## src/hw/rtl/assert_macros.svh

```systemverilog
// Assertion helpers shared by the RTL.
// Each macro expands to one labelled concurrent assertion clocked on the rising edge.
`ifndef ASSERT_MACROS_SVH
`define ASSERT_MACROS_SVH

// The condition implies the expression in the same cycle.
`define ASSERT_IMPLIES(label, clk, rst, cond, expr) \
   label: assert property (@(posedge clk) disable iff (rst) (cond) |-> (expr)) \
      else $error("same-cycle implication check failed");

// The condition implies the expression in the next cycle.
`define ASSERT_NEXT(label, clk, rst, cond, expr) \
   label: assert property (@(posedge clk) disable iff (rst) (cond) |=> (expr)) \
      else $error("next-cycle implication check failed");

`endif

```

## src/hw/rtl/c2p_pkg.sv

```systemverilog
`timescale 1ns / 1ps
`default_nettype none

package c2p_pkg;

   // Field widths of the transactions.
   localparam int COORD_WIDTH    = 16;
   localparam int RADIUS_WIDTH   = 16;
   localparam int ANGLE_WIDTH    = 15;
   localparam int LOCATION_WIDTH = 2;
   localparam int QUADRANT_WIDTH = 3;

   // CORDIC and square root sizing.
   localparam int CORDIC_STAGES = 16;
   localparam int SCALE_SHIFT   = 16;
   localparam int CX_WIDTH      = COORD_WIDTH + SCALE_SHIFT + 3;
   localparam int Z_WIDTH       = 33;
   localparam int SQ_WIDTH      = 2 * COORD_WIDTH;
   localparam int ROOT_BITS     = COORD_WIDTH;
   localparam int PIPE_STEPS    = (CORDIC_STAGES > ROOT_BITS) ? CORDIC_STAGES : ROOT_BITS;

   // Binary angle: 2^BAM_WIDTH is a full turn.
   localparam int BAM_WIDTH  = 32;
   localparam int A_WIDTH    = BAM_WIDTH + 1;
   localparam int PROD_WIDTH = A_WIDTH + ANGLE_WIDTH;
   localparam int ROUND_WIDTH = PROD_WIDTH - BAM_WIDTH;

   // Angle constants in 1/64 degree.
   localparam int DEG_UNITS  = 64;
   localparam logic [ANGLE_WIDTH-1:0] ANGLE_FULL  = ANGLE_WIDTH'(360 * DEG_UNITS);
   localparam logic [ANGLE_WIDTH-1:0] ANGLE_ZERO  = '0;
   localparam logic [ANGLE_WIDTH-1:0] ANGLE_90    = ANGLE_WIDTH'(90 * DEG_UNITS);
   localparam logic [ANGLE_WIDTH-1:0] ANGLE_180   = ANGLE_WIDTH'(180 * DEG_UNITS);
   localparam logic [ANGLE_WIDTH-1:0] ANGLE_270   = ANGLE_WIDTH'(270 * DEG_UNITS);

   // Pipeline layout: input, square, sum, loop steps, map, multiply, output.
   localparam int LOOP_BASE  = 3;
   localparam int POST_BASE  = LOOP_BASE + PIPE_STEPS;
   localparam int POST_DEPTH = 3;
   localparam int PIPE_DEPTH = POST_BASE + POST_DEPTH;

   // Location codes.
   localparam logic [LOCATION_WIDTH-1:0] LOC_ORIGIN   = 2'd0;
   localparam logic [LOCATION_WIDTH-1:0] LOC_X_AXIS   = 2'd1;
   localparam logic [LOCATION_WIDTH-1:0] LOC_Y_AXIS   = 2'd2;
   localparam logic [LOCATION_WIDTH-1:0] LOC_QUADRANT = 2'd3;

   // Quadrant codes.
   localparam logic [QUADRANT_WIDTH-1:0] QUAD_NONE = 3'd0;
   localparam logic [QUADRANT_WIDTH-1:0] QUAD_1    = 3'd1;
   localparam logic [QUADRANT_WIDTH-1:0] QUAD_2    = 3'd2;
   localparam logic [QUADRANT_WIDTH-1:0] QUAD_3    = 3'd3;
   localparam logic [QUADRANT_WIDTH-1:0] QUAD_4    = 3'd4;

   typedef logic signed [COORD_WIDTH-1:0]    coord_type;
   typedef logic [COORD_WIDTH-1:0]           mag_type;
   typedef logic [RADIUS_WIDTH-1:0]          radius_type;
   typedef logic [ANGLE_WIDTH-1:0]           angle_type;
   typedef logic [LOCATION_WIDTH-1:0]        location_type;
   typedef logic [QUADRANT_WIDTH-1:0]        quadrant_type;

   // Classification that travels alongside the arithmetic.
   typedef struct packed {
      location_type location;
      quadrant_type quadrant;
      angle_type    axis_angle;
   } meta_type;

   // State of one CORDIC and square root step.
   typedef struct packed {
      logic signed [CX_WIDTH-1:0] cx;
      logic signed [CX_WIDTH-1:0] cy;
      logic signed [Z_WIDTH-1:0]  z;
      logic [SQ_WIDTH-1:0]        rem;
      logic [SQ_WIDTH-1:0]        root;
      meta_type                   meta;
   } loop_type;

   // One finished result.
   typedef struct packed {
      radius_type   radius;
      angle_type    angle;
      location_type location;
      quadrant_type quadrant;
   } result_type;

   // atan(2^-idx) as a binary angle, rounded to nearest.
   function automatic logic [BAM_WIDTH-1:0] atan_entry(input int unsigned idx);
      logic [BAM_WIDTH-1:0] val;
      unique case (idx)
         0:  val = 32'd536870912;
         1:  val = 32'd316933406;
         2:  val = 32'd167458907;
         3:  val = 32'd85004756;
         4:  val = 32'd42667331;
         5:  val = 32'd21354465;
         6:  val = 32'd10679838;
         7:  val = 32'd5340245;
         8:  val = 32'd2670163;
         9:  val = 32'd1335087;
         10: val = 32'd667544;
         11: val = 32'd333772;
         12: val = 32'd166886;
         13: val = 32'd83443;
         14: val = 32'd41722;
         15: val = 32'd20861;
         16: val = 32'd10430;
         17: val = 32'd5215;
         18: val = 32'd2608;
         19: val = 32'd1304;
         20: val = 32'd652;
         21: val = 32'd326;
         22: val = 32'd163;
         23: val = 32'd81;
         24: val = 32'd41;
         25: val = 32'd20;
         26: val = 32'd10;
         27: val = 32'd5;
         28: val = 32'd3;
         29: val = 32'd1;
         30: val = 32'd1;
         default: val = 32'd0;
      endcase
      return val;
   endfunction

endpackage

`default_nettype wire

```

## src/hw/rtl/c2p_flow.sv

```systemverilog
`timescale 1ns / 1ps
`default_nettype none
`include "assert_macros.svh"

module c2p_flow import c2p_pkg::*; (
   input  logic                  clock,
   input  logic                  reset,
   input  logic                  in_valid,
   output logic                  in_ready,
   output logic                  out_valid,
   input  logic                  out_ready,
   output logic [PIPE_DEPTH-1:0] load
);

   logic [PIPE_DEPTH-1:0] valid_ff;
   logic [PIPE_DEPTH-1:0] valid_in;
   logic [PIPE_DEPTH-1:0] valid_prev;
   logic [PIPE_DEPTH-1:0] holes;
   logic                  in_fire;
   logic                  out_fire;

   // A stage loads when the sink is ready or any stage at or after it is empty.
   assign holes = ~valid_ff;
   always_comb begin
      for (int k = 0; k < PIPE_DEPTH; k++) begin
         load[k] = out_ready || (|(holes >> k));
      end
   end

   // Valid bits move with their data; a stage that does not load keeps its bit.
   assign valid_prev = {valid_ff[PIPE_DEPTH-2:0], in_valid};
   assign valid_in   = (load & valid_prev) | (~load & valid_ff);

   always_ff @(posedge clock) begin
      if (reset) begin
         valid_ff <= '0;
      end else begin
         valid_ff <= valid_in;
      end
   end

   // Handshake outputs are held off while reset is applied.
   assign in_ready  = load[0] && !reset;
   assign out_valid = valid_ff[PIPE_DEPTH-1] && !reset;
   assign in_fire   = in_valid && in_ready;
   assign out_fire  = out_valid && out_ready;

   `ASSERT_NEXT(a_reset_empties, clock, 1'b0, reset, valid_ff == '0)
   `ASSERT_IMPLIES(a_hole_gives_ready, clock, reset, !(&valid_ff), in_ready)
   `ASSERT_NEXT(a_occupancy, clock, reset, 1'b1, $countones(valid_ff) == $past($countones(valid_ff)) + $past(in_fire) - $past(out_fire))

endmodule

`default_nettype wire

```

## config.mk

```make
export PLATFORM = sky130hd
export DESIGN_NAME = c2p_flow
export DESIGN_NICKNAME = d
export VERILOG_FILES = /design/src/hw/rtl/c2p_pkg.sv /design/src/hw/rtl/c2p_flow.sv
export VERILOG_INCLUDE_DIRS = /design/src /design/src/hw/rtl
export SDC_FILE = /design/constraint.sdc
export NUM_CORES = 1
export LEC_CHECK = 0
export BUFFER_PORTS_ARGS = -buffer_cell sky130_fd_sc_hd__buf_2
export CORE_MARGIN = 4
export CORE_UTILIZATION = 55
export DETAILED_ROUTE_END_ITERATION = 12
export PLACE_DENSITY = 0.83
export SYNTH_ARGS = -nofsm -noshare
export SYNTH_HDL_FRONTEND = slang
export SYNTH_SLANG_ARGS = --single-unit
```

## constraint.sdc

```tcl
create_clock -name clock -period 4 [get_ports clock]
set_clock_uncertainty 0.05 [all_clocks]
set_input_delay 0.2 -clock clock [delete_from_list [all_inputs] [get_ports clock]]
set_output_delay 0.2 -clock clock [all_outputs]
set_load 0.02 [all_outputs]
```

==> results of run 1 <==
## routing by layer
metal | vias up | global-route usage | part of all wire
met5 | - | 0 | 0
li1 | 486 | - | -
met1 | 428 | 0.2422 | 0.46
met3 | 2 | 0.02849 | 0.057
met2 | 31 | 0.2831 | 0.48
met4 | 0 | 0.07660 | 0.0065
## kinds of logic (layout without fill, tap and decap cells)
family,Yosys count,count (layout)
buf+inv,20,43
compound gates,22,22
flops,22,22
simple gates,59,59
## worst reg2reg max path: cells and delay by family (launching register included)
kind,cells,cell delay (ns)
compound gates,1,0.36
buf+inv,1,0.19
flops,1,0.46
simple gates,2,0.78
## power by group
group / leakage (nW) / internal [mW] / switching, mW
Clock: 0.0138 / 0.0351 / 0.0586
Sequential: 0.178 / 0.221 / 0.00122
Combinational: 0.221 / 0.00545 / 0.00754
## Yosys cell counts, types with 3 or more instances
cell / n / area share
a21oi_1: 8 / 0.037
clkbuf_1: 4 / 0.014
dfxtp_1: 22 / 0.41
inv_1: 12 / 0.042
nand2_1: 7 / 0.024
nand2b_1: 10 / 0.058
nand3_1: 11 / 0.051
nand4_1: 7 / 0.040
nor2_1: 7 / 0.024
o41ai_2: 3 / 0.045
or3_1: 3 / 0.017
## area by class of cell
class                      count  area share
multi-input combinational     81      0.4520
sequential                    22      0.3559
timing repair buffer          27      0.1092
inverter                      13     0.03943
tap                           25     0.02528
clock buffer                   3     0.01820
## final timing paths
kind	start	end	slack, ns	cells past startpoint
min reg2reg	flip-flop	flip-flop	0.42	2
min	in_valid	flip-flop	0.09	3
max	flip-flop	load[9]	1.46	5
max reg2reg	flip-flop	flip-flop	2.07	4
## metrics by stage
stage	hold slack (ns)	std cells	utilization	worst slack (ns)
floorplan	0.2875	123	-	2.307
finish	0.08666	171	0.6868	1.456
global placement	0.3855	168	0.6743	1.908
CTS	0.08640	171	0.6868	1.452
global route	0.1071	171	0.6868	1.278
detailed placement	0.3952	168	0.6743	1.797
==> impl_metrics.csv, run 1 <==
group,metric,value,unit
cts,htreeDepth,1,
cts,clockBufferDepth,2,
placement,place.gp.congestion,0.7942,
sta,max_slew_margin,0.4947,
sta,fin_crit_sh,0.6360,
grt,gr-total-overflow,0,
setup_path,crit_arrival,2.29,ns
synthesis,async_flop_share,0,
sta,slew_violations,0,
final_layout,finish.instance_area,0.001237,mm²
cts,cts_buffers,3,
power,power,328.4,µW
synthesis,synthFlopType,"dfxtp_1",
floorplan,rows,15,
detailed_routing,routed_wl,2157,µm
floorplan,die_y,52.39,µm
floorplan,die_w,52.39,µm
synthesis,synth-warning-count,0,
job,maxCapViolations,0,
final_layout,regArea,440.4,µm²
synthesis,synthCells,123,
sta,setup-tns-final,0,ns
grt,grt_pass1_wl,3712,µm
synthesis,synthAdderAreaFrac,0,
placement,place_area,0.001215,mm²
grt,track_usage,0.1803,
detailed_routing,ant_nets,0,
cts,cts-root-buf,"clkbuf_4",
floorplan,coreArea,0.001802,mm²
final_layout,diodes,0,
floorplan,die-area,0.002744,mm²
detailed_routing,vias,947,
cts,ctsResizeCount,0,
sta,fin_crit,2.544,ns
cts,cts_tree,"built",
status,status,"completed",
cts,hold_buffers,0,
synthesis,synth.area.mux_share,0,
synthesis,synth_compound_area_frac,0.1986,
setup_path,crit_chain,"nand4_2 > nor3_2 > inv_2 > or3_1 > buf_2",
sta,worst_slew_pin_slew,0.7538,ns
power,leakage,0.4122,nW
setup_path,cp_top_family,"simple AND/OR/NAND/NOR gates",
setup_path,critPathMaxStageDelay,0.60,ns
synthesis,ys_seq_area_frac,0.4065,
grt,grt_max_degree,35,
sta,timing_hold_violations_final,0,
synthesis,synthesis.nets,127,
grt,grt_pass1_vias,833,
synthesis,synth_area,0.001084,mm²
final_layout,finalNetCount,152,
final_layout,multiInputGateArea,559.3,µm²
sta,timing.fmax,0.3931,GHz
placement,hpwl,1624,µm
synthesis,synth_xor_area_frac,0,
detailed_routing,viasPerCell,5.538,
floorplan,io_pins,28,
final_layout,final_cell_mix,"buf_2, dfxtp_1, inv_1",
synthesis,avgSynthCellArea,8.809,µm²
setup_path,cp_max_fo,13,
detailed_routing,drt_first_pass_iters,4,
cts,path_clk_slew,0.11,ns
detailed_routing,wl_per_cell,12.61,µm
synthesis,ys_types,35,
placement,port_buffers,27,
cts,clk_latency,0.29,ns
synthesis,ys_ff_latch,22,
final_layout,fillCellCount,152,
floorplan,initial_core_util,0.6014,
hold_path,hold_class,"in -> reg",
sta,setup_viol,0,
setup_path,cp.required,3.75,ns
synthesis,yosys.area_share.simple,0.3176,
synthesis,synth_top_family_by_area,"simple AND/OR/NAND/NOR gates",
power,ir_drop,0.1839,mV
final_layout,area_growth,14.20,%
sta,rsz0062_at_grt,"no",
setup_path,critical_path.endpoint_type,"output pin",
setup_path,crit_path_top_delay_cell,"nor3_2",
power,power_density,265.4,mW/mm²
detailed_routing,drt_iter0_drc,34,
detailed_routing,drc,0,
final_layout,drive_gt1_frac,0.2877,
grt,grt_antenna_before_repair,0,
setup_path,critical_path_class,"reg -> out",
synthesis,synth_edf_count,0,
cts,postCtsSetupBuffers,0,
cts,cts_sinks,22,
final_layout,layout_commonest_cell,"buf_2",
setup_path,path_buf_inv,2,
setup_path,start_kind,"flip-flop",
Note: power is estimated with default switching activity, not from simulation.
==> run 2, diff against run 1 <==
ABC_AREA = 1   (was default)
CORE_UTILIZATION = 47   (was 55)
PLACE_DENSITY = 0.74   (was 0.83)
clock period = 2.27 ns   (was 4 ns; I/O delays follow)
==> run 2 against run 1 <==
Effect of this change:
- via count up 9.2%
- global-route usage down 1.7 points
- largest cell class unchanged
- non-clock buffer count up 1
- total power up 110%
- setup slack worse by 0.93 ns
- largest power group unchanged
- flip-flop and latch count unchanged
- clock power rose to 3.2 times the previous value
- sequential share of layout area down 3.7 points
==> impl_metrics.csv, run 2 <==
group,metric,value,unit
synthesis,synthCells,159,
placement,hpwl,1955,µm
detailed_routing,drt_iter0_drc,29,
power,power_density,510.8,mW/mm²
sta,layout_setup_ws,0.5233,ns
synthesis,synth_top_area_frac,0.3814,
detailed_routing,vias,1034,
grt,grt_pass1_vias,1051,
floorplan,die_y,57.57,µm
floorplan,io_pins,28,
setup_path,ff2ff_setup_slack,1.01,ns
final_layout,layoutNonFillerInstCount,217,
placement,place.gp.congestion,0.8631,
placement,place_area,0.001318,mm²
synthesis,ys_types,20,
detailed_routing,ant_nets,0,
synthesis,synth_commonest_cells,"inv_1, nand2_1, dfxtp_1",
detailed_routing,routed_wl,2488,µm
synthesis,synth_area,0.001155,mm²
setup_path,critical_path.endpoint_type,"output pin",
detailed_routing,viasPerCell,4.765,
floorplan,die_w,57.57,µm
sta,worst_slew_pin_slew,0.4621,ns
sta,max_slew_margin,0.6920,
floorplan,coreArea,0.002276,mm²
sta,timing_hold_violations_final,0,
setup_path,start_kind,"flip-flop",
floorplan,die-area,0.003314,mm²
grt,track_usage,0.1631,
cts,path_clk_slew,0.12,ns
grt,grt_max_degree,25,
final_layout,finish.instance_area,0.001380,mm²
power,leakage,0.5259,nW
job,maxCapViolations,0,
synthesis,yosys.cell_count.top_type,"inv_1",
final_layout,area_growth,19.50,%
setup_path,cp_max_fo,7,
final_layout,fillCellCount,218,
cts,cts_tree,"built",
placement,placedCellCount,212,
synthesis,synthesis.nets,163,
grt,gr-total-overflow,0,
floorplan,rows,17,
synthesis,ys_ff_latch,22,
final_layout,final_cell_mix,"inv_1, nand2_1, buf_2",
synthesis,synth_edf_count,0,
placement,port_buffers,27,
final_layout,drive_gt1_frac,0.3175,
synthesis,avgSynthCellArea,7.263,µm²
sta,fin_crit_sh,0.7695,
synthesis,yosysTopAreaCell,"dfxtp_1",
cts,ctsResizeCount,0,
final_layout,diodes,0,
grt,grt_antenna_before_repair,0,
final_layout,finalNetCount,194,
sta,timing.fmax,0.5725,GHz
detailed_routing,wl_per_cell,11.47,µm
sta,fin_crit,1.747,ns
cts,clockBufferDepth,2,
setup_path,crit_arrival,1.58,ns
hold_path,hold_class,"in -> reg",
cts,cts_sinks,22,
placement,pre_cts_ws,0.8809,ns
sta,rsz0062_at_grt,"no",
sta,holdWs,0.1068,ns
synthesis,ys_seq_area_frac,0.3814,
status,status,"completed",
cts,cts-root-buf,"clkbuf_4",
detailed_routing,drt_first_pass_iters,4,
detailed_routing,drc,0,
synthesis,synth_area_leaders,"dfxtp_1, inv_1, nand2_1, a21oi_1, nor2_4",
final_layout,layout_commonest_cell,"inv_1",
cts,htreeDepth,1,
sta,setup-tns-final,0,ns
setup_path,critical_path_class,"reg -> out",
cts,clk_latency,0.30,ns
floorplan,initial_core_util,0.5074,
synthesis,synth-warning-count,0,
sta,slew_violations,0,
synthesis,async_flop_share,0,
setup_path,cp.required,2.11,ns
sta,setup_viol,0,
grt,grt_pass1_wl,4367,µm
power,ir_drop,0.5015,mV
cts,cts_buffers,3,
synthesis,synthFlopType,"dfxtp_1",
-- run 2: repair_timing --
action / CTS / global route
setup endpoints to repair: 0 / 0
buffers inserted: 0 / 0
endpoints found under the hold margin: 1 / 0
hold buffers: 1 / 0
-- run 2: layer usage --
metal | GRT usage | part of all wire
met1 | 0.1888 | 0.43
met5 | 0 | 0
met3 | 0.02489 | 0.045
met4 | 0.06623 | 0.025
met2 | 0.2952 | 0.50
-- run 2: final cells by class --
class,instances,area (µm²),share of cell area
clock buffer,3,22.52,0.01632
clock inverter,1,30.03,0.02176
timing repair buffer,28,145.1,0.1052
tap,28,35.03,0.02539
sequential,22,440.4,0.3191
inverter,36,135.1,0.09792
multi-input combinational,99,571.8,0.4143
-- run 2: worst max-delay path, cell delays in order, from the launching register on --
cell and delay, ns:
dfxtp_1 0.39, nand2_1 0.07, inv_1 0.10, nand2_2 0.10, nor2_8 0.18, nand2_2 0.11
nor2_4 0.13, nand2_1 0.06, buf_2 0.15
-- run 2: logic make-up after synthesis --
group / Yosys count / synth area share
AO/OA/AOI/OAI: 20 / 0.09318
buffers and inverters: 38 / 0.1235
flip-flops: 22 / 0.3814
AND/OR/NAND/NOR: 79 / 0.4020
-- run 2: path summary, 6_finish.rpt --
check / start / to / cells past startpoint
worst max-delay path: flip-flop / load[6] / 8
worst min-delay path: out_ready / flip-flop / 4
worst max register to register: flip-flop / flip-flop / 6
worst min register to register: flip-flop / flip-flop / 2
-- run 2: metrics by stage --
stage | utilization | power, mW
after floorplan | - | 0.4091
after global placement | 0.5789 | 0.4161
after detailed placement | 0.5789 | 0.4166
after CTS | 0.6064 | 0.7160
after global routing | 0.6064 | 0.7268
final | 0.6064 | 0.7049
-- run 2: report_power, final --
part	switching, mW	internal (mW)
clock network	0.118	0.178
registers	0.00176	0.389
logic	0.0130	0.00549
==> run 3, diff against run 2 <==
clock period = 1.45 ns   (was 2.27 ns; I/O delays follow)
==> run 3 against run 2 <==
Effect of this change:
- the run now ends with negative setup slack left
- setup slack got worse by 0.69 ns
- total power increased by 57%
- die area unchanged
- routed wire length up 23%
- largest power group unchanged
- highest routed layer unchanged
- sequential power is 56% higher
- utilization up 12 points
- via count increased by 13%
- global-route usage is 2.2 points higher
- design area grew 20%
- combinational power rose by 70%
- clock power is 58% higher
- flip-flop and latch count stayed put
==> impl_metrics.csv, run 3 (synthesis gave the netlist of run 2 again) <==
group,metric,value,unit
setup_path,start_kind,"flip-flop",
detailed_routing,drc,0,
cts,htreeDepth,1,
cts,clockBufferDepth,2,
floorplan,die-area,0.003314,mm²
setup_path,crit_arrival,1.49,ns
final_layout,finalNetCount,215,
detailed_routing,routed_wl,3069,µm
sta,max_slew_margin,0.6749,
final_layout,final_cell_mix,"inv_1, nand2_1, buf_4",
setup_path,crit_path_top_delay_cell,"dfxtp_4",
cts,clk_latency,0.31,ns
placement,placedCellCount,213,
detailed_routing,wl_per_cell,12.89,µm
power,sw_frac_of_total,0.1920,
power,power_density,670.3,mW/mm²
power,power.internal,895.9,µW
power,leakage,0.7038,nW
detailed_routing,drt_iter0_drc,48,
cts,cts-root-buf,"clkbuf_4",
sta,worst_slew_pin_slew,0.4876,ns
detailed_routing,viasPerCell,4.912,
setup_path,crit_chain,"nand2_2 > inv_2 > nand2_4 > nor2_8 > nand2_4 > nor2_4 > nand2_1 > buf_6",
sta,timing_hold_violations_final,0,
job,maxCapViolations,0,
setup_path,cp_max_fo,4,
floorplan,rows,17,
final_layout,drive_gt1_frac,0.4810,
placement,place.gp.congestion,0.8430,
power,p_sw,212.9,µW
sta,fin_crit,1.613,ns
setup_path,critical_path.endpoint_type,"output pin",
grt,grt_max_degree,25,
sta,rsz0062_at_grt,"yes",
detailed_routing,vias,1169,
grt,grt_pass1_vias,1115,
grt,grt_pass1_wl,4864,µm
cts,cts_sinks,22,
floorplan,io_pins,28,
power,seqPwrFrac,0.550,
grt,grt_antenna_before_repair,0,
status,failed_checks,"negative setup slack",
power,combinationalPowerShare,0.028,
setup_path,crit_top_cell,"nand2_4",
cts,path_clk_slew,0.13,ns
grt,gr-total-overflow,0,
final_layout,layoutNonFillerInstCount,238,
floorplan,die_w,57.57,µm
setup_path,cp.required,1.33,ns
status,status,"finished with violations",
sta,setup_viol,18,
power,ir_drop,1.207,mV
final_layout,area_growth,43.23,%
sta,slew_violations,0,
cts,cts_buffers,3,
setup_path,critical_path_class,"reg -> out",
sta,layout_setup_ws,-0.1632,ns
cts,cts_tree,"built",
placement,port_buffers,27,
sta,fin_crit_sh,1.113,
hold_path,hold_class,"in -> reg",
floorplan,initial_core_util,0.5074,
floorplan,coreArea,0.002276,mm²
placement,pre_cts_ws,0.09279,ns
power,power_frac_clock,0.422,
detailed_routing,ant_nets,0,
detailed_routing,drt_first_pass_iters,4,
setup_path,critPathMaxStageDelay,0.39,ns
sta,timing.fmax,0.6199,GHz
floorplan,die_y,57.57,µm
final_layout,diodes,0,
final_layout,layout_commonest_cell,"inv_1",
placement,hpwl,1963,µm
grt,track_usage,0.1852,
[run 3: power groups by stage]
stage	registers, mW	clock network [mW]	logic [mW]
6_report	0.610	0.468	0.0314
5_1_grt	0.610	0.509	0.0342
4_1_cts	0.611	0.484	0.0291
3_5_place_dp	0.625	0	0.0273
3_3_place_gp	0.625	0	0.0261
2_1_floorplan	0.624	0	0.0162
[run 3: through the flow]
stage	instance area [µm²]	utilization	power (mW)	TNS (ns)	hold slack, ns
detailed placement	1325	0.5822	0.6522	0	0.2785
global route	1654	0.7268	1.153	-4.116	0.1326
finish	1654	0.7268	1.109	-1.746	0.1412
global placement	1325	0.5822	0.6511	0	0.2617
floorplan	1155	-	0.6404	0	0.08494
CTS	1504	0.6608	1.124	-2.159	0.1140
[run 3: cell type report]
| cell class | count | area (µm²) |
|---|---|---|
| clock buffers | 3 | 22.52 |
| clock inverters | 1 | 30.03 |
| fillers | 181 | 621.8 |
| inverters | 36 | 135.1 |
| multi-input cells | 99 | 614.3 |
| flip-flops and latches | 22 | 456.7 |
| well taps | 28 | 35.03 |
| repair buffers | 49 | 360.3 |
[run 3: worst paths after layout]
| check | endpoint | depth (start not counted) | slack, ns | startpoint |
|---|---|---|---|---|
| max reg2reg | flip-flop | 10 | 0.03 | flip-flop |
| min | flip-flop | 2 | 0.14 | reset |
| max | load[2] | 8 | -0.16 | flip-flop |
| min reg2reg | flip-flop | 2 | 0.43 | flip-flop |
[run 3: routing by layer]
layer	part of all wire	global-route usage
met4	0.023	0.04967
met2	0.54	0.3387
met5	0	0
met1	0.39	0.2060
met3	0.046	0.05430
[run 3: critical path: cells and delay by family (launching register included)]
family,cells,cell delay (ns)
buffers and inverters,2,0.21
and+or+nand+nor,6,0.58
DFF,1,0.39
[run 3: timing repair]
item | CTS | global route
hold buffers | 1 | 0
gates cloned | 0 | 0
pin swaps | 8 | 12
buffers inserted | 11 | 9
endpoints found under the hold margin | 1 | 0
setup endpoints to repair | 17 | 20
resized for setup | 15 | 28
