## src/hw/rtl/assert_macros.svh

```systemverilog
// Assertion helpers shared by the RTL.
// Each macro expands to one labelled concurrent assertion clocked on the rising edge.
`ifndef ASSERT_MACROS_SVH
`define ASSERT_MACROS_SVH

// The condition implies the expression in the same cycle.
`define ASSERT_IMPLIES(label, clk, rst, cond, expr) \
   label: assert property (@(posedge clk) disable iff (rst) (cond) |-> (expr)) \
      else $error("same-cycle implication check failed");

// The condition implies the expression in the next cycle.
`define ASSERT_NEXT(label, clk, rst, cond, expr) \
   label: assert property (@(posedge clk) disable iff (rst) (cond) |=> (expr)) \
      else $error("next-cycle implication check failed");

`endif

```

## src/hw/rtl/c2p_pkg.sv

```systemverilog
`timescale 1ns / 1ps
`default_nettype none

package c2p_pkg;

   // Field widths of the transactions.
   localparam int COORD_WIDTH    = 16;
   localparam int RADIUS_WIDTH   = 16;
   localparam int ANGLE_WIDTH    = 15;
   localparam int LOCATION_WIDTH = 2;
   localparam int QUADRANT_WIDTH = 3;

   // CORDIC and square root sizing.
   localparam int CORDIC_STAGES = 16;
   localparam int SCALE_SHIFT   = 16;
   localparam int CX_WIDTH      = COORD_WIDTH + SCALE_SHIFT + 3;
   localparam int Z_WIDTH       = 33;
   localparam int SQ_WIDTH      = 2 * COORD_WIDTH;
   localparam int ROOT_BITS     = COORD_WIDTH;
   localparam int PIPE_STEPS    = (CORDIC_STAGES > ROOT_BITS) ? CORDIC_STAGES : ROOT_BITS;

   // Binary angle: 2^BAM_WIDTH is a full turn.
   localparam int BAM_WIDTH  = 32;
   localparam int A_WIDTH    = BAM_WIDTH + 1;
   localparam int PROD_WIDTH = A_WIDTH + ANGLE_WIDTH;
   localparam int ROUND_WIDTH = PROD_WIDTH - BAM_WIDTH;

   // Angle constants in 1/64 degree.
   localparam int DEG_UNITS  = 64;
   localparam logic [ANGLE_WIDTH-1:0] ANGLE_FULL  = ANGLE_WIDTH'(360 * DEG_UNITS);
   localparam logic [ANGLE_WIDTH-1:0] ANGLE_ZERO  = '0;
   localparam logic [ANGLE_WIDTH-1:0] ANGLE_90    = ANGLE_WIDTH'(90 * DEG_UNITS);
   localparam logic [ANGLE_WIDTH-1:0] ANGLE_180   = ANGLE_WIDTH'(180 * DEG_UNITS);
   localparam logic [ANGLE_WIDTH-1:0] ANGLE_270   = ANGLE_WIDTH'(270 * DEG_UNITS);

   // Pipeline layout: input, square, sum, loop steps, map, multiply, output.
   localparam int LOOP_BASE  = 3;
   localparam int POST_BASE  = LOOP_BASE + PIPE_STEPS;
   localparam int POST_DEPTH = 3;
   localparam int PIPE_DEPTH = POST_BASE + POST_DEPTH;

   // Location codes.
   localparam logic [LOCATION_WIDTH-1:0] LOC_ORIGIN   = 2'd0;
   localparam logic [LOCATION_WIDTH-1:0] LOC_X_AXIS   = 2'd1;
   localparam logic [LOCATION_WIDTH-1:0] LOC_Y_AXIS   = 2'd2;
   localparam logic [LOCATION_WIDTH-1:0] LOC_QUADRANT = 2'd3;

   // Quadrant codes.
   localparam logic [QUADRANT_WIDTH-1:0] QUAD_NONE = 3'd0;
   localparam logic [QUADRANT_WIDTH-1:0] QUAD_1    = 3'd1;
   localparam logic [QUADRANT_WIDTH-1:0] QUAD_2    = 3'd2;
   localparam logic [QUADRANT_WIDTH-1:0] QUAD_3    = 3'd3;
   localparam logic [QUADRANT_WIDTH-1:0] QUAD_4    = 3'd4;

   typedef logic signed [COORD_WIDTH-1:0]    coord_type;
   typedef logic [COORD_WIDTH-1:0]           mag_type;
   typedef logic [RADIUS_WIDTH-1:0]          radius_type;
   typedef logic [ANGLE_WIDTH-1:0]           angle_type;
   typedef logic [LOCATION_WIDTH-1:0]        location_type;
   typedef logic [QUADRANT_WIDTH-1:0]        quadrant_type;

   // Classification that travels alongside the arithmetic.
   typedef struct packed {
      location_type location;
      quadrant_type quadrant;
      angle_type    axis_angle;
   } meta_type;

   // State of one CORDIC and square root step.
   typedef struct packed {
      logic signed [CX_WIDTH-1:0] cx;
      logic signed [CX_WIDTH-1:0] cy;
      logic signed [Z_WIDTH-1:0]  z;
      logic [SQ_WIDTH-1:0]        rem;
      logic [SQ_WIDTH-1:0]        root;
      meta_type                   meta;
   } loop_type;

   // One finished result.
   typedef struct packed {
      radius_type   radius;
      angle_type    angle;
      location_type location;
      quadrant_type quadrant;
   } result_type;

   // atan(2^-idx) as a binary angle, rounded to nearest.
   function automatic logic [BAM_WIDTH-1:0] atan_entry(input int unsigned idx);
      logic [BAM_WIDTH-1:0] val;
      unique case (idx)
         0:  val = 32'd536870912;
         1:  val = 32'd316933406;
         2:  val = 32'd167458907;
         3:  val = 32'd85004756;
         4:  val = 32'd42667331;
         5:  val = 32'd21354465;
         6:  val = 32'd10679838;
         7:  val = 32'd5340245;
         8:  val = 32'd2670163;
         9:  val = 32'd1335087;
         10: val = 32'd667544;
         11: val = 32'd333772;
         12: val = 32'd166886;
         13: val = 32'd83443;
         14: val = 32'd41722;
         15: val = 32'd20861;
         16: val = 32'd10430;
         17: val = 32'd5215;
         18: val = 32'd2608;
         19: val = 32'd1304;
         20: val = 32'd652;
         21: val = 32'd326;
         22: val = 32'd163;
         23: val = 32'd81;
         24: val = 32'd41;
         25: val = 32'd20;
         26: val = 32'd10;
         27: val = 32'd5;
         28: val = 32'd3;
         29: val = 32'd1;
         30: val = 32'd1;
         default: val = 32'd0;
      endcase
      return val;
   endfunction

endpackage

`default_nettype wire

```

## src/hw/rtl/c2p_post.sv

```systemverilog
`timescale 1ns / 1ps
`default_nettype none

module c2p_post import c2p_pkg::*; (
   input  logic                  clock,
   input  logic [POST_DEPTH-1:0] load,
   input  loop_type              loop_out,
   output result_type            result
);

   localparam logic signed [Z_WIDTH-1:0] Z_QUARTER = Z_WIDTH'(1) << (BAM_WIDTH - 2);
   localparam logic [A_WIDTH-1:0] A_HALF = A_WIDTH'(1) << (BAM_WIDTH - 1);
   localparam logic [A_WIDTH-1:0] A_TURN = A_WIDTH'(1) << BAM_WIDTH;
   localparam logic [PROD_WIDTH-1:0] FULL_MULT = PROD_WIDTH'(ANGLE_FULL);
   localparam logic [ROUND_WIDTH-1:0] FULL_ROUND = ROUND_WIDTH'(ANGLE_FULL);

   typedef struct packed {
      logic [A_WIDTH-1:0] circle;
      radius_type         radius;
      meta_type           meta;
   } map_type;

   typedef struct packed {
      logic [PROD_WIDTH-1:0] prod;
      radius_type            radius;
      meta_type              meta;
   } mult_type;

   map_type    map_ff;
   map_type    map_in;
   mult_type   mult_ff;
   mult_type   mult_in;
   result_type out_ff;
   result_type out_in;

   logic [A_WIDTH-1:0]     zc;
   logic [ROUND_WIDTH-1:0] rounded;
   angle_type              wrapped;

   // Clamp the first quadrant angle and fold it onto the full circle.
   always_comb begin
      if (loop_out.z[Z_WIDTH-1]) begin
         zc = '0;
      end else if (loop_out.z > Z_QUARTER) begin
         zc = A_WIDTH'(Z_QUARTER);
      end else begin
         zc = A_WIDTH'(loop_out.z);
      end
      map_in.radius = radius_type'(loop_out.root[RADIUS_WIDTH-1:0]);
      map_in.meta   = loop_out.meta;
      unique case (loop_out.meta.quadrant)
         QUAD_2:  map_in.circle = A_HALF - zc;
         QUAD_3:  map_in.circle = A_HALF + zc;
         QUAD_4:  map_in.circle = A_TURN - zc;
         default: map_in.circle = zc;
      endcase
   end

   // Scale the binary angle to 1/64 degree units.
   always_comb begin
      mult_in.prod   = PROD_WIDTH'(map_ff.circle) * FULL_MULT;
      mult_in.radius = map_ff.radius;
      mult_in.meta   = map_ff.meta;
   end

   // Round half up, wrap a full turn to zero and pick the axis answer off the quadrants.
   assign rounded = mult_ff.prod[PROD_WIDTH-1:BAM_WIDTH]
                    + ROUND_WIDTH'(mult_ff.prod[BAM_WIDTH-1]);
   always_comb begin
      if (rounded >= FULL_ROUND) begin
         wrapped = angle_type'(rounded - FULL_ROUND);
      end else begin
         wrapped = angle_type'(rounded);
      end
      out_in.radius   = mult_ff.radius;
      out_in.location = mult_ff.meta.location;
      out_in.quadrant = mult_ff.meta.quadrant;
      if (mult_ff.meta.location == LOC_QUADRANT) begin
         out_in.angle = wrapped;
      end else begin
         out_in.angle = mult_ff.meta.axis_angle;
      end
   end

   always_ff @(posedge clock) begin
      if (load[0]) begin
         map_ff <= map_in;
      end
      if (load[1]) begin
         mult_ff <= mult_in;
      end
      if (load[2]) begin
         out_ff <= out_in;
      end
   end

   assign result = out_ff;

endmodule

`default_nettype wire

```

## config.mk

```make
export PLATFORM = sky130hd
export DESIGN_NAME = c2p_post
export DESIGN_NICKNAME = d
export VERILOG_FILES = /design/src/hw/rtl/assert_macros.svh /design/src/hw/rtl/c2p_pkg.sv /design/src/hw/rtl/c2p_post.sv
export SDC_FILE = /design/constraint.sdc
export NUM_CORES = 1
export LEC_CHECK = 0
export BUFFER_PORTS_ARGS = -buffer_cell sky130_fd_sc_hd__buf_2
export CAP_MARGIN = 20
export CORE_AREA = 4 4 194 102
export DETAILED_ROUTE_END_ITERATION = 7
export DIE_AREA = 0 0 198 106
export PLACE_DENSITY = 0.8
export SLEW_MARGIN = 15
export SYNTH_ARGS = -nofsm -noshare
export SYNTH_HDL_FRONTEND = slang
export SYNTH_SLANG_ARGS = --single-unit
```

## constraint.sdc

```tcl
create_clock -name clock -period 4.9 [get_ports clock]
set_input_delay 0.735 -clock clock [delete_from_list [all_inputs] [get_ports clock]]
set_output_delay 0.735 -clock clock [all_outputs]
set_load 0.01 [all_outputs]
```

==> reports/results.ini, run 1 <==
[outcome]
status=finished, final reports clean

[synthesis]
synthFlopType=edfxtp_1
ys_ff_latch=158
syn_area_per_cell_um2=12.0
ys.warnings.count=0
netlist_area_um2=9780
yosysTopAreaCell=edfxtp_1
synthCells=814
ys_seq_area_share_pct=48.5
yosys-top-cells-area=edfxtp_1 (49%), fa_1 (12%), ha_1 (10%)
synth_edf_count=158
synth-async-reset-ratio_pct=0
netlist-cell-type-count=63
yosysMostFrequentCell=edfxtp_1
yosysTopAreaCellShare_pct=48.5
synth_common_cells=edfxtp_1 (158), inv_1 (130), ha_1 (78), fa_1 (59), nor2_1 (49)
syn-num-nets=1142

[place]
dp_hpwl_um=15900
io_buffers=108
placed_cells_incl_taps=1153
place_congestion=0.917

[power]
leakage_nw=4.76
peakVddDrop_mv=0.351
powerDensity_nw_per_um2=476
total_power_w=0.00534

[cts]
cts.sinks=158
cts_root_buf=clkbuf_16
cts_resized=0
cts.htree.levels=4
ctsHoldBuffers=0
clk_pin_slew_worst_paths_ns=0.07
clk_path_buf_depth=2
cts-buffers-inserted=17
cts_setup_buffers=0
worst_skew_pair.late_latency_ns=0.43
cts_tree=built

[global_routing]
grt-ovfl-total=0
grt_max_degree=54
grt_pass1_wl_um=33000
grt_pass1_vias=6303
grtUsageTotal_pct=20.1
grt_antenna_before_repair=0

[setup_path]
path_class=register to register
crit_fanout=7
r2r_end=mult_ff[83]
cp.required_ns=5.06
r2r_slack_ns=0.35
startpoint_type=register
crit_arrival_ns=4.71
end_kind=register
rr_worst_depth=15
reg2reg_from=map_ff[41]

[timing]
tightest_slew_ns=0.900
holdWs_ns=0.414
fin_crit_ns=4.55
setup_viol=0
fin_setup_tns_ns=0
rsz0062_at_grt=false
post-route-period-util_pct=92.9
maxSlewViolCount=0
slew_headroom_pct=39.9
hold_viol=0
skew_ns=0.00946
timing.fmax_ghz=0.220

[routing]
post_drt_wl_per_cell_um=17.2
drt-initial-drc-count=533
drtPass1Iterations=7
antenna_left=0
vias=6576
vias_per_cell=5.54
route.detailed.drc=0
wirelength_um=20400

[cells_and_area]
area_growth_pct=14.7
drive_gt1_share_pct=17.3
layout.cells.non_filler=1186
n_antenna_cell=0
multi_input_area_um2=4470
nets=1261
nFillCells=1431
ff_latch_area_um2=4740

[floorplanning]
row_count=35
dieArea_um2=21000
start_util_pct=54.2
fp.dieW_um=198
die_h_um=106
ios=227
core_area_um2=18000

[hold_path]
hp-class=register to register
hold_path_startpoint=mult_ff[29]
holdPathEnd=result[29]
holdPathStages=0

[run]
maxCapViolations=0

where the power goes:
group	switching, W	internal [W]	total, W
clock network	0.000627	0.000699	0.00133
registers	0.000121	0.00175	0.00187
logic	0.00123	0.000912	0.00214
total	0.00198	0.00336	0.00534
kinds of logic (layout without fill, tap and decap cells):
family / Yosys count / in the layout / share of synthesized area [%]
other: 1 / 1 / 0.0383
XOR/XNOR: 49 / 49 / 4.39
AND/OR/NAND/NOR: 179 / 179 / 9.15
flip-flops: 158 / 158 / 48.5
adder cells (fa/ha/maj): 137 / 137 / 22.1
buffers and inverters: 145 / 277 / 5.74
AO/OA/AOI/OAI: 138 / 138 / 9.34
multiplexers: 7 / 7 / 0.768
cell type report:
type                       instances  share of cell area (%)
clock buffer                      17                    3.79
clock inverter                    15                    1.66
inverter                         130                    4.35
multi-input combinational        511                    39.9
sequential                       158                    42.3
tap                              240                    2.68
timing repair buffer             115                    5.32
sequential cells by signal (all words and copies together), names as in the netlist:
register,flops
mult_ff,53
result,36
map_ff,69
stage by stage:
step	instance area (µm²)	worst slack [ns]	util, %
4_1_cts	11200	0.375	62.1
6_report	11200	0.349	62.2
3_3_place_gp	10600	0.483	58.7
5_1_grt	11200	0.0264	62.2
2_1_floorplan	9780	0.756	-
3_5_place_dp	10600	0.381	58.7
critical path: stages, from the launching register on:
cell and delay (ns):
edfxtp_1 0.44, ha_1 0.30, inv_1 0.08, fa_1 0.56
inv_1 0.06, fa_1 0.46, ha_1 0.31, nand4_1 0.09
nor3b_1 0.57, o311ai_0 0.23, a21oi_1 0.21, nor3_1 0.07
buf_4 0.17, a211oi_1 0.40, or2_2 0.21, o311ai_0 0.12
worst max-delay path by stage:
stage / start / to / cells past startpoint
floorplan: map_ff[43] / mult_ff[83] / 14
global route: map_ff[41] / mult_ff[83] / 15
global placement: map_ff[41] / mult_ff[83] / 15
detailed placement: map_ff[41] / mult_ff[83] / 15
CTS: map_ff[41] / mult_ff[83] / 15
finish: map_ff[41] / mult_ff[83] / 15
routing by layer:
layer	wire length, µm	GRT usage [%]	share of wire (%)	vias to the layer above
met4	146	3.44	0.72	0
met1	10300	33.3	50	3122
met2	7900	26.2	39	310
li1	-	-	-	3125
met5	0	0	0	-
met3	2050	5.35	10	19
placed cells by master (no fill, tap or decap), drive strengths merged, types with 5 or more instances in the layout:
master and count:
fa 59, ha 78, a31oi 7, and3 7, a21o 8, a21oi 37, nand3 11, xor2 21
nor2b 5, o21ai 27, edfxtp 158, a311oi 9, nand4 8, o31ai 10, o21bai 6, clkinv 5
nor2 50, xnor2 28, buf 115, clkbuf 17, o21a 5, or3 6, inv 140, nand2 44
a211oi 9, nor3 23
Note: power is estimated with default switching activity, not from simulation.
==> inputs of run 2 (changes only) <==
Settings changed: ABC_AREA set to 1, CORE_AREA 4 4 194 102 to 4 4 204 107, DIE_AREA 0 0 198 106 to 0 0 208 111, PLACE_DENSITY 0.8 to 0.81, REMOVE_ABC_BUFFERS set to 1.
==> reports/results.ini, run 2 <==
[timing]
timing.fmax_ghz=0.252  ; +14%
maxSlewViolCount=0  ; unchanged
rsz0062_at_grt=false
fin_setup_tns_ns=0  ; unchanged
fin_crit_ns=3.98  ; -0.576 ns
skew_ns=0.00897  ; -0.000492 ns
holdWs_ns=0.410  ; -0.00322 ns
layout_setup_ws_ns=0.925  ; +0.576 ns
slew_headroom_pct=28.7  ; -11 points
hold_viol=0  ; unchanged
post-route-period-util_pct=81.1  ; -12 points
setup_viol=0  ; unchanged
tightest_slew_ns=1.06  ; +0.161 ns

[routing]
drtPass1Iterations=6  ; -1
wirelength_um=26300  ; +29%
drt-initial-drc-count=868  ; +63%
antenna_left=0  ; unchanged
route.detailed.drc=0  ; unchanged
vias_per_cell=5.32  ; -4.1%
vias=8730  ; +33%
post_drt_wl_per_cell_um=16.0  ; -6.9%

[setup_path]
crit_family=adder cells
crit_path_cell_trace=ha_1 -> inv_1 -> fa_1 -> fa_1 -> inv_1 -> ha_1 -> nand2_1 -> inv_1 -> nand2_1 -> nor2_1 -> nand3_1 -> o21ai_0 -> nand4_1 -> nand3_1 -> nand2_1
crit_buf_inv=3  ; unchanged
max_stage_delay_ns=0.52  ; -0.05 ns
crit_start=map_ff[55]
reg2reg_from=map_ff[55]
crit_fanout=4  ; -3
crit_arrival_ns=4.14  ; -0.57 ns
end_kind=register
startpoint_type=register
path_class=register to register
critPathSlowestCell=fa_1
cp.required_ns=5.07  ; about the same

[synthesis]
syn_area_per_cell_um2=9.03  ; -25%
yosysMostFrequentCell=nand2_1
synthFlopType=edfxtp_1
netlist-cell-type-count=50  ; -21%
ys_ff_latch=158  ; unchanged
synth_common_cells=nand2_1 (282), inv_1 (228), edfxtp_1 (158), nor2_1 (117), ha_1 (78)
yosys-top-cells-area=edfxtp_1 (42%), fa_1 (11%), nand2_1 (9.4%)
synth_edf_count=158  ; unchanged
ys.warnings.count=0  ; unchanged
yosysTopAreaCell=edfxtp_1
synthCells=1242  ; +53%
yosysTopAreaCellShare_pct=42.3  ; -6.2 points
synth-async-reset-ratio_pct=0  ; unchanged
netlist_area_um2=11200  ; +15%
ys_seq_area_share_pct=42.3  ; -6.2 points

[power]
total_power_w=0.00727  ; +36%
powerDensity_nw_per_um2=576  ; +21%
peakVddDrop_mv=0.304  ; -13%
leakage_nw=5.98  ; +26%

[cts]
clk_path_buf_depth=2  ; unchanged
cts_resized=0  ; unchanged
cts.sinks=158  ; unchanged
worst_skew_pair.late_latency_ns=0.42  ; about the same
cts_tree=built
cts_setup_buffers=0  ; unchanged
cts_root_buf=clkbuf_16
cts.htree.levels=4  ; unchanged
ctsHoldBuffers=0  ; unchanged
cts-buffers-inserted=17  ; unchanged
clk_pin_slew_worst_paths_ns=0.07  ; about the same

[global_routing]
grt_pass1_vias=8453  ; +34%
grtUsageTotal_pct=23.2  ; +3.1 points
grt_max_degree=58  ; +7.4%
grt_antenna_before_repair=0  ; unchanged
grt_pass1_wl_um=43500  ; +32%
grt-ovfl-total=0  ; unchanged

[cells_and_area]
drive_gt1_share_pct=12.6  ; -4.7 points
largest_reg_flops=69  ; unchanged
nFillCells=1658  ; +16%
final_common_cell=nand2_1
n_antenna_cell=0  ; unchanged
layout_common_cells=nand2_1 (282), inv_1 (228), edfxtp_1 (158)
largest-register=map_ff
area_growth_pct=12.6
nets=1684  ; +34%

[floorplanning]
start_util_pct=55.8  ; +1.6 points
fp.dieW_um=208  ; +5.1%
row_count=37  ; +5.7%
dieArea_um2=23100  ; +10%
die_h_um=111  ; +4.7%
core_area_um2=20100  ; +11%
ios=227  ; unchanged

[hold_path]
hp-class=register to register
hold_path_startpoint=map_ff[3]

[outcome]
status=finished, final reports clean

[place]
post-place-ws_ns=0.993  ; +0.612 ns
place_congestion=0.948  ; +3.3%
io_buffers=108  ; unchanged
dp_hpwl_um=21300  ; +33%

[run]
maxCapViolations=0  ; unchanged

-- run 2: worst paths after layout --
path         slack [ns]  cells after the start          end
max                0.92                     15  mult_ff[81]
min reg2reg        0.41                      0   mult_ff[3]
max reg2reg        0.92                     15  mult_ff[81]
min                0.41                      0   mult_ff[3]
-- run 2: power by group --
part	total, W	switching, W	internal (W)	leakage (nW)
Clock	0.00134	0.000637	0.000700	0.299
Combinational	0.00402	0.00265	0.00137	4.14
Sequential	0.00191	0.000110	0.00180	1.54
-- run 2: cell families (layout without fill, tap and decap cells) --
logic type               after synthesis  count (layout)  share of synthesized area, %
flip-flops                           158             158                          42.3
XOR/XNOR                              21              21                          1.77
AO/OA/AOI/OAI                        170             170                          8.92
other                                  1               1                        0.0334
buffers and inverters                251             378                          8.85
adder cells (fa/ha/maj)              137             137                          19.2
AND/OR/NAND/NOR                      504             504                          18.9
-- run 2: per-stage QoR --
stage	cell area [µm²]	std cells	utilization (%)
3_3_place_gp	12000	1610	59.8
3_5_place_dp	12000	1610	59.8
2_1_floorplan	11100	1225	-
6_report	12600	1642	62.9
4_1_cts	12600	1642	62.9
5_1_grt	12600	1642	62.9
-- run 2: per-layer routing --
metal,routed length (µm),GRT usage [%]
met5,0,0
met4,155,2.93
met3,2580,6.33
met2,10300,32.0
met1,13300,37.4
-- run 2: worst reg2reg max path: stages (launching register included) --
cell      delay, ns
edfxtp_1       0.41
ha_1           0.30
inv_1          0.15
fa_1           0.47
fa_1           0.52
inv_1          0.05
ha_1           0.36
nand2_1        0.15
inv_1          0.10
nand2_1        0.10
nor2_1         0.15
nand3_1        0.08
o21ai_0        0.49
nand4_1        0.20
nand3_1        0.12
nand2_1        0.07
-- run 2: cell type report --
class	count	area, µm²	area share, %
multi-input combinational	833	5480	43.4
sequential	158	4740	37.6
inverter	234	878	6.96
timing repair buffer	112	571	4.52
clock buffer	17	425	3.37
tap	273	342	2.70
clock inverter	15	189	1.50
==> inputs of run 3 (changes only) <==
Settings changed: ABC_AREA 1 to 0, CORE_AREA 4 4 204 107 to 4 4 203 106, DIE_AREA 0 0 208 111 to 0 0 207 110, PLACE_DENSITY 0.81 to 0.77.
Clock period 4.9 ns to 3.35 ns, I/O delays scaled along.
==> reports/results.ini, run 3 (same netlist as run 1, synthesis figures left out) <==
[run]
maxCapViolations=0  ; unchanged

[floorplanning]
die_h_um=110  ; -0.90%
ios=227  ; unchanged
core_area_um2=19500  ; -3.2%
dieArea_um2=22800  ; -1.4%
start_util_pct=50.3  ; -5.6 points
row_count=36  ; -2.7%
fp.dieW_um=207  ; -0.48%

[cells_and_area]
n_antenna_cell=0  ; unchanged
drive_gt1_share_pct=35.6  ; +23 points
area_growth_pct=31.6
largest-register=map_ff
final_common_cell=edfxtp_1
largest_reg_flops=69  ; unchanged
nets=1409  ; -16%
layout_common_cells=edfxtp_1 (158), buf_4 (148), inv_1 (113)
stdcell_area_um2=12900  ; +1.9%

[timing]
tightest_slew_ns=0.963  ; -0.0982 ns
skew_ns=0.00773  ; -0.00124 ns
slew_headroom_pct=35.8  ; +7.1 points
fin_crit_ns=4.06  ; +0.0853 ns
timing.fmax_ghz=0.246  ; -2.1%
hold_viol=0  ; unchanged
fin_setup_tns_ns=-9.07  ; -9.07 ns
post-route-period-util_pct=121  ; +40 points
maxSlewViolCount=0  ; unchanged
layout_setup_ws_ns=-0.711  ; -1.64 ns
setup_viol=17  ; +17
rsz0062_at_grt=true

[cts]
clk_path_buf_depth=2  ; unchanged
ctsHoldBuffers=0  ; unchanged
worst_skew_pair.late_latency_ns=0.43  ; about the same
cts_tree=built
cts.sinks=158  ; unchanged
clk_pin_slew_worst_paths_ns=0.07  ; about the same
cts-buffers-inserted=17  ; unchanged
cts_root_buf=clkbuf_16
cts.htree.levels=4  ; unchanged

[global_routing]
grt_pass1_vias=7312  ; -13%
grtUsageTotal_pct=19.5  ; -3.7 points
grt_antenna_before_repair=0  ; unchanged
grt-ovfl-total=0  ; unchanged
grt_pass1_wl_um=35500  ; -18%
grt_max_degree=70  ; +21%

[hold_path]
hold_path_startpoint=loop_out[34]
hp-class=primary input to register
holdPathStages=1  ; +1

[routing]
drtPass1Iterations=5  ; -1
route.detailed.drc=0  ; unchanged
wirelength_um=22200  ; -15%
vias=7018  ; -20%
drt-initial-drc-count=415  ; -52%
antenna_left=0  ; unchanged
vias_per_cell=5.16  ; -2.9%
post_drt_wl_per_cell_um=16.4  ; +2.2%

[place]
io_buffers=108  ; unchanged
dp_hpwl_um=16200  ; -24%
place_congestion=0.895  ; -5.5%
detailed_place.area_um2=11700  ; -2.9%

[setup_path]
path_class=register to register
crit_arrival_ns=4.24  ; +0.10 ns
end_kind=register
crit_fanout=3  ; -1
rr_worst_depth=15  ; unchanged
crit_start=map_ff[42]
startpoint_type=register
cp.required_ns=3.53  ; -1.54 ns
reg2reg_from=map_ff[42]

[outcome]
status=finished, violations left
violations=negative setup slack

[power]
leakage_nw=5.49  ; -8.2%
powerDensity_nw_per_um2=719  ; +25%
peakVddDrop_mv=0.364  ; +20%

run 3: final cells by class:
class | instances | area (µm²)
clock buffers | 17 | 425
clock inverters | 15 | 193
fillers | 1438 | 6590
inverters | 130 | 488
multi-input cells | 511 | 4950
flip-flops and latches | 158 | 4740
well taps | 266 | 333
repair buffers | 263 | 1730
run 3: per-stage QoR:
step	setup slack, ns	total power [W]	cells	utilization, %	hold WS [ns]
5_1_grt	-0.788	0.00991	1360	66.1	0.224
4_1_cts	-0.619	0.00891	1356	64.8	0.226
2_1_floorplan	-0.794	0.00498	799	-	0.400
6_report	-0.711	0.00926	1360	66.1	0.243
3_5_place_dp	-1.02	0.00647	1318	60.0	0.405
3_3_place_gp	-0.910	0.00629	1318	60.0	0.401
run 3: timing repair:
| item | CTS | global route |
|---|---|---|
| cloned | 0 | 0 |
| setup buffers | 8 | 4 |
| pin swaps | 45 | 36 |
| gates resized for setup | 62 | 37 |
| setup endpoints to repair | 19 | 20 |
run 3: metal layers:
layer  global-route usage (%)  part of all wire [%]
met5                        0                     0
met4                     6.88                   2.4
met3                     3.76                   3.5
met2                     34.7                    50
met1                     24.5                    45
run 3: worst paths after layout:
path	end	slack, ns
max	mult_ff[78]	-0.71
max reg2reg	mult_ff[78]	-0.71
min reg2reg	mult_ff[29]	0.41
min	map_ff[34]	0.24
run 3: worst max-delay path, stage by stage (launching register included):
cell and delay (ns):
edfxtp_1 0.48, ha_4 0.31, inv_2 0.05, fa_1 0.49, inv_2 0.05, fa_2 0.60, ha_4 0.21, and3_4 0.15
a221o_1 0.37, nand3_2 0.10, a21oi_4 0.07, nor3_4 0.31, buf_6 0.18, o21bai_4 0.06, a311oi_2 0.27, xnor2_1 0.11
run 3: power by group:
part           internal [W]  total [W]  leakage [nW]  switching, W
combinational       0.00229    0.00459          3.66       0.00231
clock               0.00101    0.00193         0.295      0.000919
sequential          0.00256    0.00273          1.54      0.000167
